File: src/rtl/pfa_pkg.sv
// ---------------------------------------------------------------------------
// Primitive-to-face assembly package
// Register map, mode and face-kind codes, and the structs shared between the
// configuration block, the assembler and the face emitter.
// ---------------------------------------------------------------------------
`default_nettype none

package pfa_pkg;

  // Widths fixed by the stream fields.
  localparam int IDX_IN_BITS = 16;
  localparam int OFFS_BITS   = 32;
  localparam int CNT_BITS    = 16;
  localparam int MODE_BITS   = 3;
  localparam int KIND_BITS   = 2;
  localparam int REG_ADDR_BITS = 2;

  // Vertex count runs to its top value and then steps back by twelve.
  localparam logic [CNT_BITS-1:0] CNT_TOP  = 16'hFFFF;
  localparam logic [CNT_BITS-1:0] CNT_BACK = 16'hFFF4;

  // Primitive modes. Code 7 is handled like points.
  localparam logic [MODE_BITS-1:0] MODE_LINES     = 3'd0;
  localparam logic [MODE_BITS-1:0] MODE_LINE_STRIP = 3'd1;
  localparam logic [MODE_BITS-1:0] MODE_TRIS      = 3'd2;
  localparam logic [MODE_BITS-1:0] MODE_TRI_STRIP = 3'd3;
  localparam logic [MODE_BITS-1:0] MODE_FAN       = 3'd4;
  localparam logic [MODE_BITS-1:0] MODE_QUADS     = 3'd5;
  localparam logic [MODE_BITS-1:0] MODE_POINTS    = 3'd6;

  // Face kinds on the result stream.
  localparam logic [KIND_BITS-1:0] KIND_LINE  = 2'd0;
  localparam logic [KIND_BITS-1:0] KIND_TRI   = 2'd1;
  localparam logic [KIND_BITS-1:0] KIND_POINT = 2'd2;

  // Register indexes (word address).
  localparam logic [REG_ADDR_BITS-1:0] REG_MODE    = 2'd0;
  localparam logic [REG_ADDR_BITS-1:0] REG_VTX_OFF = 2'd1;
  localparam logic [REG_ADDR_BITS-1:0] REG_TEX_OFF = 2'd2;
  localparam logic [REG_ADDR_BITS-1:0] REG_NRM_OFF = 2'd3;

  localparam logic [MODE_BITS-1:0] MODE_RESET = MODE_TRIS;

  // Index of a field inside a corner.
  localparam int F_POS = 0;
  localparam int F_TEX = 1;
  localparam int F_NRM = 2;

  typedef struct packed {
    logic [MODE_BITS-1:0] mode;
    logic [OFFS_BITS-1:0] vtx_off;
    logic [OFFS_BITS-1:0] tex_off;
    logic [OFFS_BITS-1:0] nrm_off;
  } cfg_t;

  // What one vertex beat produces.
  typedef struct packed {
    logic                 has_face;
    logic                 two;
    logic [KIND_BITS-1:0] kind;
  } grp_t;

endpackage

`default_nettype wire

File: src/rtl/pfa_cfg_regs.sv
// ---------------------------------------------------------------------------
// Configuration registers
// APB-style register file holding the primitive mode and the three index
// offsets. Writes land on the access cycle; reads are combinational.
// ---------------------------------------------------------------------------
`default_nettype none

module pfa_cfg_regs
  import pfa_pkg::*;
(
  input  wire logic        clk,
  input  wire logic        rst_n,
  input  wire logic        cfg_psel,
  input  wire logic        cfg_penable,
  input  wire logic        cfg_pwrite,
  input  wire logic [3:0]  cfg_paddr,
  input  wire logic [31:0] cfg_pwdata,
  output logic [31:0]      cfg_prdata,
  output logic             cfg_pready,
  output cfg_t             cfg
);

  cfg_t cfg_r;
  logic wr_en;
  logic [REG_ADDR_BITS-1:0] reg_idx;

  assign cfg_pready = 1'b1;
  assign wr_en      = cfg_psel & cfg_penable & cfg_pwrite;
  assign reg_idx    = cfg_paddr[3:2];
  assign cfg        = cfg_r;

  // Register writes.
  always_ff @(posedge clk) begin
    if (!rst_n) begin
      cfg_r.mode    <= MODE_RESET;
      cfg_r.vtx_off <= '0;
      cfg_r.tex_off <= '0;
      cfg_r.nrm_off <= '0;
    end else if (wr_en) begin
      unique case (reg_idx)
        REG_MODE:    cfg_r.mode    <= cfg_pwdata[MODE_BITS-1:0];
        REG_VTX_OFF: cfg_r.vtx_off <= cfg_pwdata;
        REG_TEX_OFF: cfg_r.tex_off <= cfg_pwdata;
        REG_NRM_OFF: cfg_r.nrm_off <= cfg_pwdata;
        default:     ;
      endcase
    end
  end

  // Read mux.
  always_comb begin
    unique case (reg_idx)
      REG_MODE:    cfg_prdata = {{(32-MODE_BITS){1'b0}}, cfg_r.mode};
      REG_VTX_OFF: cfg_prdata = cfg_r.vtx_off;
      REG_TEX_OFF: cfg_prdata = cfg_r.tex_off;
      REG_NRM_OFF: cfg_prdata = cfg_r.nrm_off;
      default:     cfg_prdata = '0;
    endcase
  end

endmodule

`default_nettype wire

File: src/rtl/pfa_assemble.sv
// ---------------------------------------------------------------------------
// Vertex grouping
// Keeps the running vertex count, the last three vertices and the fan anchor,
// and picks the corners of the face or faces that the incoming vertex closes.
// ---------------------------------------------------------------------------
`default_nettype none

module pfa_assemble
  import pfa_pkg::*;
#(
  parameter int VB = 16
)(
  input  wire logic                   clk,
  input  wire logic                   rst_n,
  input  wire logic                   in_fire,
  input  wire logic [IDX_IN_BITS-1:0] in_pos,
  input  wire logic [IDX_IN_BITS-1:0] in_tex,
  input  wire logic [IDX_IN_BITS-1:0] in_nrm,
  input  wire logic                   in_first,
  input  wire logic [MODE_BITS-1:0]   mode,
  output grp_t                        grp,
  output logic [2:0][2:0][VB-1:0]     face0,
  output logic [2:0][2:0][VB-1:0]     face1
);

  logic [CNT_BITS-1:0] cnt_r, cnt_nxt, cnt_eff;
  logic [1:0]          mod3_r, mod3_nxt, mod3_eff;
  logic [2:0][VB-1:0]  rv0_r, rv1_r, rv2_r, anchor_r;
  logic [2:0][VB-1:0]  cur;
  logic                ge1, ge2;

  // Incoming vertex, masked to the index width.
  assign cur[F_POS] = in_pos[VB-1:0];
  assign cur[F_TEX] = in_tex[VB-1:0];
  assign cur[F_NRM] = in_nrm[VB-1:0];

  // A first-vertex mark restarts the count at zero.
  assign cnt_eff  = in_first ? '0 : cnt_r;
  assign mod3_eff = in_first ? 2'd0 : mod3_r;
  assign ge1      = (cnt_eff != '0);
  assign ge2      = (cnt_eff[CNT_BITS-1:1] != '0);

  // Stepping back by twelve keeps the value modulo 3 in step.
  assign cnt_nxt  = (cnt_eff == CNT_TOP) ? CNT_BACK : cnt_eff + 1'b1;
  assign mod3_nxt = (mod3_eff == 2'd2) ? 2'd0 : mod3_eff + 2'd1;

  // Count state.
  always_ff @(posedge clk) begin
    if (!rst_n) begin
      cnt_r  <= '0;
      mod3_r <= 2'd0;
    end else if (in_fire) begin
      cnt_r  <= cnt_nxt;
      mod3_r <= mod3_nxt;
    end
  end

  // Vertex history; every slot is written before the count lets it be read.
  always_ff @(posedge clk) begin
    if (in_fire) begin
      rv2_r <= rv1_r;
      rv1_r <= rv0_r;
      rv0_r <= cur;
      if (cnt_eff == '0) begin
        anchor_r <= cur;
      end
    end
  end

  // Corner selection per mode.
  always_comb begin
    grp.has_face = 1'b0;
    grp.two      = 1'b0;
    grp.kind     = KIND_TRI;
    face0        = {cur, cur, cur};
    face1        = {cur, cur, cur};
    case (mode)
      MODE_LINES: begin
        grp.has_face = cnt_eff[0];
        grp.kind     = KIND_LINE;
        face0        = {cur, cur, rv0_r};
      end
      MODE_LINE_STRIP: begin
        grp.has_face = ge1;
        grp.kind     = KIND_LINE;
        face0        = {cur, cur, rv0_r};
      end
      MODE_TRIS: begin
        grp.has_face = (mod3_eff == 2'd2);
        face0        = {cur, rv0_r, rv1_r};
      end
      MODE_TRI_STRIP: begin
        grp.has_face = ge2;
        if (cnt_eff[0]) begin
          face0 = {rv0_r, cur, rv1_r};
        end else begin
          face0 = {cur, rv0_r, rv1_r};
        end
      end
      MODE_FAN: begin
        grp.has_face = ge2;
        face0        = {cur, rv0_r, anchor_r};
      end
      MODE_QUADS: begin
        grp.has_face = (cnt_eff[1:0] == 2'd3);
        grp.two      = 1'b1;
        face0        = {rv0_r, rv1_r, rv2_r};
        face1        = {cur, rv0_r, rv2_r};
      end
      default: begin
        grp.has_face = 1'b1;
        grp.kind     = KIND_POINT;
      end
    endcase
  end

endmodule

`default_nettype wire

File: src/rtl/pfa_emit.sv
// ---------------------------------------------------------------------------
// Face emitter
// Holds the faces of one vertex beat and drains them one per cycle, unless
// stalled, into the result register, adding offsets, clearing unused corner fields.
// ---------------------------------------------------------------------------
`default_nettype none

module pfa_emit
  import pfa_pkg::*;
#(
  parameter int VB = 16
)(
  input  wire logic                   clk,
  input  wire logic                   rst_n,
  input  wire logic                   grp_load,
  input  grp_t                        grp,
  input  wire logic [2:0][2:0][VB-1:0] face0,
  input  wire logic [2:0][2:0][VB-1:0] face1,
  input  cfg_t                        cfg,
  output logic                        grp_ready,
  output logic                        out_tvalid,
  input  wire logic                   out_tready,
  output logic [287:0]                out_tdata,
  output logic                        out_tlast,
  output logic [1:0]                  out_tuser
);

  // Pending faces.
  logic                     pend_valid_r;
  logic                     pend_two_r;
  logic                     pend_sel_r;
  logic [KIND_BITS-1:0]     pend_kind_r;
  logic [2:0][2:0][VB-1:0]  pend_f0_r, pend_f1_r;

  // Result register.
  logic                     out_valid_r;
  logic [KIND_BITS-1:0]     out_kind_r;
  logic                     out_last_r;
  logic [8:0][OFFS_BITS-1:0] out_fields_r, fields_nxt;

  logic                     out_load, pend_last, pend_done;
  logic [2:0][2:0][VB-1:0]  sel_face;
  logic [2:0][OFFS_BITS-1:0] offs;

  assign pend_last = ~pend_two_r | pend_sel_r;
  assign out_load  = pend_valid_r & (~out_valid_r | out_tready);
  assign pend_done = out_load & pend_last;
  assign grp_ready = ~pend_valid_r | pend_done;
  assign sel_face  = pend_sel_r ? pend_f1_r : pend_f0_r;

  assign offs[F_POS] = cfg.vtx_off;
  assign offs[F_TEX] = cfg.tex_off;
  assign offs[F_NRM] = cfg.nrm_off;

  // Offset adders with per-kind field enables.
  always_comb begin
    for (int c = 0; c < 3; c++) begin
      for (int f = 0; f < 3; f++) begin
        if ((c == 0 && f == F_POS) || (pend_kind_r == KIND_TRI) ||
            (pend_kind_r == KIND_LINE && c < 2 && f < 2)) begin
          fields_nxt[c*3+f] = {{(OFFS_BITS-VB){1'b0}}, sel_face[c][f]} + offs[f];
        end else begin
          fields_nxt[c*3+f] = '0;
        end
      end
    end
  end

  // Pending control.
  always_ff @(posedge clk) begin
    if (!rst_n) begin
      pend_valid_r <= 1'b0;
      pend_sel_r   <= 1'b0;
    end else if (grp_load) begin
      pend_valid_r <= 1'b1;
      pend_sel_r   <= 1'b0;
    end else if (pend_done) begin
      pend_valid_r <= 1'b0;
    end else if (out_load) begin
      pend_sel_r   <= 1'b1;
    end
  end

  // Pending payload.
  always_ff @(posedge clk) begin
    if (grp_load) begin
      pend_two_r  <= grp.two;
      pend_kind_r <= grp.kind;
      pend_f0_r   <= face0;
      pend_f1_r   <= face1;
    end
  end

  // Result valid.
  always_ff @(posedge clk) begin
    if (!rst_n) begin
      out_valid_r <= 1'b0;
    end else if (out_load) begin
      out_valid_r <= 1'b1;
    end else if (out_tready) begin
      out_valid_r <= 1'b0;
    end
  end

  // Result payload.
  always_ff @(posedge clk) begin
    if (out_load) begin
      out_kind_r   <= pend_kind_r;
      out_last_r   <= pend_last;
      out_fields_r <= fields_nxt;
    end
  end

  assign out_tvalid = out_valid_r;
  assign out_tdata  = out_fields_r;
  assign out_tlast  = out_last_r;
  assign out_tuser  = out_kind_r;

endmodule

`default_nettype wire

File: src/rtl/primitive_to_face_assembly.sv
// ---------------------------------------------------------------------------
// Primitive-to-face assembly
// Groups a stream of vertex descriptors into line, triangle or point faces.
// ---------------------------------------------------------------------------
// One vertex beat is accepted per clock unless the emitter holds the input. A
// vertex produces at most one face, except the fourth vertex of a quad, which
// produces two; that beat holds the input until the second face moves into the
// single result register. All other modes take one vertex per cycle while the
// receiver keeps up. A face waits in the pending register after the edge that
// accepts its closing vertex, then moves into the result register. While the
// receiver stalls, the input stalls too as soon as a face is waiting behind the
// result register. Change the mode and offsets only while the block is idle.
`default_nettype none

module primitive_to_face_assembly
  import pfa_pkg::*;
#(
  parameter int INDEX_BITS = 16
)(
  input  wire logic        clk,
  input  wire logic        rst_n,
  // Vertex stream.
  input  wire logic        in_tvalid,
  output logic             in_tready,
  // position_index [15:0], texcoord_index [31:16], normal_index [47:32]
  input  wire logic [47:0] in_tdata,
  // first_vertex [0]
  input  wire logic [0:0]  in_tuser,
  // Face stream.
  output logic             out_tvalid,
  input  wire logic        out_tready,
  // a_position [31:0], a_texcoord [63:32], a_normal [95:64],
  // b_position [127:96], b_texcoord [159:128], b_normal [191:160],
  // c_position [223:192], c_texcoord [255:224], c_normal [287:256]
  output logic [287:0]     out_tdata,
  // last_of_run
  output logic             out_tlast,
  // face_kind [1:0]
  output logic [1:0]       out_tuser,
  // Configuration port.
  input  wire logic        cfg_psel,
  input  wire logic        cfg_penable,
  input  wire logic        cfg_pwrite,
  input  wire logic [3:0]  cfg_paddr,
  input  wire logic [31:0] cfg_pwdata,
  output logic [31:0]      cfg_prdata,
  output logic             cfg_pready
);

  // Stored index width: indices never exceed the input field width.
  localparam int VB = (INDEX_BITS < IDX_IN_BITS) ? INDEX_BITS : IDX_IN_BITS;

  cfg_t                    cfg;
  grp_t                    grp;
  logic [2:0][2:0][VB-1:0] face0, face1;
  logic                    in_fire, grp_load, grp_ready;

  assign in_tready = grp_ready;
  assign in_fire   = in_tvalid & in_tready;
  assign grp_load  = in_fire & grp.has_face;

  pfa_cfg_regs u_cfg (
    .clk         (clk),
    .rst_n       (rst_n),
    .cfg_psel    (cfg_psel),
    .cfg_penable (cfg_penable),
    .cfg_pwrite  (cfg_pwrite),
    .cfg_paddr   (cfg_paddr),
    .cfg_pwdata  (cfg_pwdata),
    .cfg_prdata  (cfg_prdata),
    .cfg_pready  (cfg_pready),
    .cfg         (cfg)
  );

  pfa_assemble #(.VB(VB)) u_asm (
    .clk      (clk),
    .rst_n    (rst_n),
    .in_fire  (in_fire),
    .in_pos   (in_tdata[15:0]),
    .in_tex   (in_tdata[31:16]),
    .in_nrm   (in_tdata[47:32]),
    .in_first (in_tuser[0]),
    .mode     (cfg.mode),
    .grp      (grp),
    .face0    (face0),
    .face1    (face1)
  );

  pfa_emit #(.VB(VB)) u_emit (
    .clk        (clk),
    .rst_n      (rst_n),
    .grp_load   (grp_load),
    .grp        (grp),
    .face0      (face0),
    .face1      (face1),
    .cfg        (cfg),
    .grp_ready  (grp_ready),
    .out_tvalid (out_tvalid),
    .out_tready (out_tready),
    .out_tdata  (out_tdata),
    .out_tlast  (out_tlast),
    .out_tuser  (out_tuser)
  );

`ifndef ASSERT_OFF
  // The second face of a quad follows its first without a gap.
  a_quad_pair: assert property (@(posedge clk) disable iff (!rst_n)
    out_tvalid && out_tready && !out_tlast |=> out_tvalid && out_tlast)
    else $error("second quad face missing");

  // Only the first face of a quad comes without the last mark.
  a_nonlast_tri: assert property (@(posedge clk) disable iff (!rst_n)
    out_tvalid && !out_tlast |-> out_tuser == KIND_TRI)
    else $error("non-final face is not a triangle");

  // Point faces carry only the first position.
  a_point_clear: assert property (@(posedge clk) disable iff (!rst_n)
    out_tvalid && out_tuser == KIND_POINT |->
      out_tdata[287:32] == '0 && out_tlast)
    else $error("point face has extra fields");

  // Line faces carry no normals and no third corner.
  a_line_clear: assert property (@(posedge clk) disable iff (!rst_n)
    out_tvalid && out_tuser == KIND_LINE |->
      out_tdata[95:64] == '0 && out_tdata[287:160] == '0)
    else $error("line face has normal or third corner");
`endif

endmodule

`default_nettype wire
File: config.mk
export PLATFORM = sky130hd
export DESIGN_NAME = primitive_to_face_assembly
export DESIGN_NICKNAME = d
export VERILOG_FILES = /design/src/rtl/pfa_pkg.sv /design/src/rtl/pfa_cfg_regs.sv /design/src/rtl/pfa_assemble.sv /design/src/rtl/pfa_emit.sv /design/src/rtl/primitive_to_face_assembly.sv
export SDC_FILE = /design/constraint.sdc
export NUM_CORES = 2
export LEC_CHECK = 0
export ABC_AREA = 1
export BUFFER_PORTS_ARGS = -buffer_cell sky130_fd_sc_hd__buf_2
export CAP_MARGIN = 15
export CORE_ASPECT_RATIO = 1.5
export CORE_MARGIN = 2
export CORE_UTILIZATION = 48
export CTS_CLUSTER_DIAMETER = 80
export DETAILED_ROUTE_END_ITERATION = 10
export MAX_ROUTING_LAYER = met4
export PLACE_DENSITY = 0.66
export SLEW_MARGIN = 20
export SYNTH_ARGS = -nofsm -noshare
export SYNTH_HDL_FRONTEND = slang
export SYNTH_SLANG_ARGS = --single-unit
File: constraint.sdc
create_clock -name clk -period 22.3 [get_ports clk]
set_input_delay 4.46 -clock clk [delete_from_list [all_inputs] [get_ports clk]]
set_output_delay 4.46 -clock clk [all_outputs]
set_load 0.1 [all_outputs]
==> impl_metrics.toml <==
[placement]
io_buffers = 414
place_inst = 7916
hpwl_mm = 132.2
gp_congestion = 0.9821

[timing]
timing.final.crit_share_pct = 50.44
rsz0062_at_grt = "no"
finalCriticalPeriod_ns = 11.25
relSlewSlack_pct = 22.74
hold_viol = 0
slew_viol_final = 0
final.setup_skew_ns = 0.03775
setup_violations = 0
tns_ns = 0
worst_pin_slew_ns = 1.159
max_freq_mhz = 88.90

[detailed_routing]
drt_iter0_markers = 4720
ant_nets = 0
drt-total-wl_mm = 176.9
drt_pre_antenna_iters = 6
wl_per_cell_microns = 21.88
vias_per_cell = 5.478
drc = 0
num_vias = 44290

[synthesis]
syn-cell-area_sq_um = 50000
ys_types = 51
synth_nets = 6530
yosysTopAreaCell = "edfxtp_1"
ys_seq_elements = 894
synth_ff_type = "edfxtp_1"
netlist.area_leader.share_pct = 46.49
synth_edf_count = 774
synth_warnings = 0
ys_top_cells_by_area = "edfxtp_1 46%, nand2_1 16%, inv_1 5.1%, nor2_1 5.0%, dfxtp_1 4.8%"
synth.yosys.seq_area_share_pct = 51.29
syn_inst = 6280
avgSynthCellArea_sq_um = 7.961
ys_async_sr_fraction_pct = 0

[grt]
antenna_found_initial = 20
grt_usage_pct = 33.60
grt_overflow = 0
grt_pass1_wl_mm = 256.4
grt_pass1_vias = 39890
grt_start_max_net_pins = 175

[power_and_ir_drop]
intPower_mw = 2.799
power_mw = 3.785
leakagePower_nw = 24.74
ir_drop_mv = 0.05633
power_frac_seq_pct = 50.6
clkPwrFrac_pct = 39.8
p_comb_share_pct = 9.7
p_sw_share_pct = 26.06
power.switching_uw = 986.2
powerDensity_nw_per_um2 = 67.33

[clock_tree]
ctsResizeCount = 0
cts_root_buffer = "clkbuf_16"
numCtsBuffers = 85
cts_tree = "yes"
postCtsSetupBuffers = 0
cts_max_level = 3
cts_max_path_buffers = 3
cts_sinks = 894
clk_latency_ns = 0.70
clk_pin_slew_worst_paths_ns = 0.07
cts_hold_buf = 0

[flow_run]
maxCapViolCount = 0

[worst_hold_path]
worstHoldStart = "u_asm.rv1_r[40]$_DFFE_PP_"
holdCritPathClass = "register to register"

[cells_and_area]
layout_commonest_cell = "nand2_1"
n_fill_cell = 9863
multiInputGateArea_sq_um = 20860
stdcell_count = 8085
area_growth_pct = 12.43
drive_gt1_share_pct = 9.750
nets = 6857
final_cell_mix = "2,186 x nand2_1, 774 x edfxtp_1, 679 x inv_1"
regArea_sq_um = 25650

[die]
dieHeight_microns = 399.3
dieArea_sq_um = 106800
num_rows = 145
core_sq_um = 103800
die_w_microns = 267.5
initial_core_util_pct = 48.18
boundaryPins = 418

[critical_path]
worstPathMaxFanout = 20
crit_arrival_ns = 6.79
critPathRequiredTime_ns = 17.84
r2r_start = "u_emit.pend_sel_r$_SDFFE_PP0P_"
critPathLaunchType = "input pin"
endpoint_kind = "primary output"
r2r_cells = 8
crit_start = "cfg_paddr[2]"
critPathKind = "input pin to primary output"
worstSetupEndpoint = "cfg_prdata[1]"
r2r_end = "u_emit.pend_f1_r[123]$_DFFE_PP_"
r2r_setup_slack_ns = 17.81

[run_status]
outcome = "finished, final reports clean"
==> synthesized netlist by cell type (4+ instances only) <==
master     instances
nand2_1         2187
edfxtp_1         774
inv_1            683
nor2_1           663
a21oi_1          411
o21ai_0          396
nand3_1          337
ha_1             149
clkbuf_1         127
dfxtp_1          120
o22ai_1           67
buf_2             60
nor3_1            33
xor2_1            19
nand4_1           17
o21bai_1          17
o221ai_1          16
buf_1             15
nor2_2            15
o2111ai_1         14
a31oi_1           12
inv_2             12
buf_4             11
a22oi_1           10
nand3b_1          10
o211ai_1          10
a32o_1             9
fa_1               9
nor2_4             9
o21a_1             9
and2_1             7
nand2_2            7
xnor2_1            6
a41oi_1            4
nor4_1             4
==> per-layer routing <==
metal / vias up / track usage (%) / routed length [microns]
li1: 21380 / - / -
met4: 0 / 13.78 / 7627
met3: 338 / 4.486 / 13330
met1: 20660 / 43.70 / 73620
met2: 1911 / 53.15 / 82300
met5: - / - / 0
==> worst min path at each step <==
stage,to,slack (ns),cells after the start
2_1_floorplan,u_asm.rv2_r[0]$_DFFE_PP_,0.43,0
6_report,u_asm.rv2_r[40]$_DFFE_PP_,0.45,0
3_5_place_dp,u_asm.rv2_r[0]$_DFFE_PP_,0.44,0
3_3_place_gp,u_asm.rv2_r[41]$_DFFE_PP_,0.43,0
5_1_grt,u_asm.rv2_r[40]$_DFFE_PP_,0.45,0
4_1_cts,u_asm.rv2_r[40]$_DFFE_PP_,0.44,0
==> state kept, by name, indices dropped and copies added (netlist names) <==
signal               cells
u_asm.cnt_r             16
u_emit.pend_kind_r       2
u_emit.out_tdata       288
u_asm.rv2_r             48
u_emit.out_tvalid        1
u_emit.pend_sel_r        1
u_asm.rv0_r             48
u_cfg.cfg               99
u_emit.pend_f0_r       144
u_emit.pend_valid_r      1
u_emit.pend_f1_r       144
u_emit.out_tuser         2
u_asm.anchor_r          48
u_emit.pend_two_r        1
u_emit.out_tlast         1
u_asm.mod3_r             2
u_asm.rv1_r             48
==> through the flow <==
stage	util, %	cell area (sq um)	setup WS, ns	hold WS (ns)
floorplan	-	50000	2.861	0.4264
global placement	51.35	53290	11.14	0.4339
detailed placement	51.35	53290	11.09	0.4387
CTS	54.14	56180	11.07	0.4435
global route	54.16	56210	10.99	0.4503
finish	54.17	56210	11.05	0.4465
==> cells by family after synthesis <==
logic type | count (synthesis) | synth area share (%)
AOI/OAI and AO/OA | 985 | 10.68
other | 1 | 0.007501
and+or+nand+nor | 3304 | 26.38
DFF | 894 | 51.29
xor gates and xnor gates | 25 | 0.4380
buffers and inverters | 913 | 7.107
adders and majority gates | 158 | 4.089
==> area by class of cell <==
type | instances | share of cell area, %
well taps | 1396 | 3.107
diodes | 12 | 0.05342
flip-flops and latches | 894 | 45.63
clock buffers | 106 | 4.107
multi-input cells | 4473 | 37.10
inverters | 699 | 4.699
clock inverters | 51 | 1.037
repair buffers | 454 | 4.265
==> worst max-delay path, stage by stage <==
cell and delay (ns):
buf_2 0.12, inv_1 0.10, nand2_1 0.40, inv_1 0.79, nand2_1 0.14, o2111ai_1 0.24, buf_2 0.52
==> power groups by stage <==
stage,clock network (mW),logic (mW),registers [mW]
4_1_cts,1.53,0.363,1.91
5_1_grt,1.59,0.396,1.92
6_report,1.51,0.366,1.91
3_5_place_dp,0,0.362,1.95
2_1_floorplan,0,0.185,2.01
3_3_place_gp,0,0.359,1.95
Power figures use the tool's default switching activity.
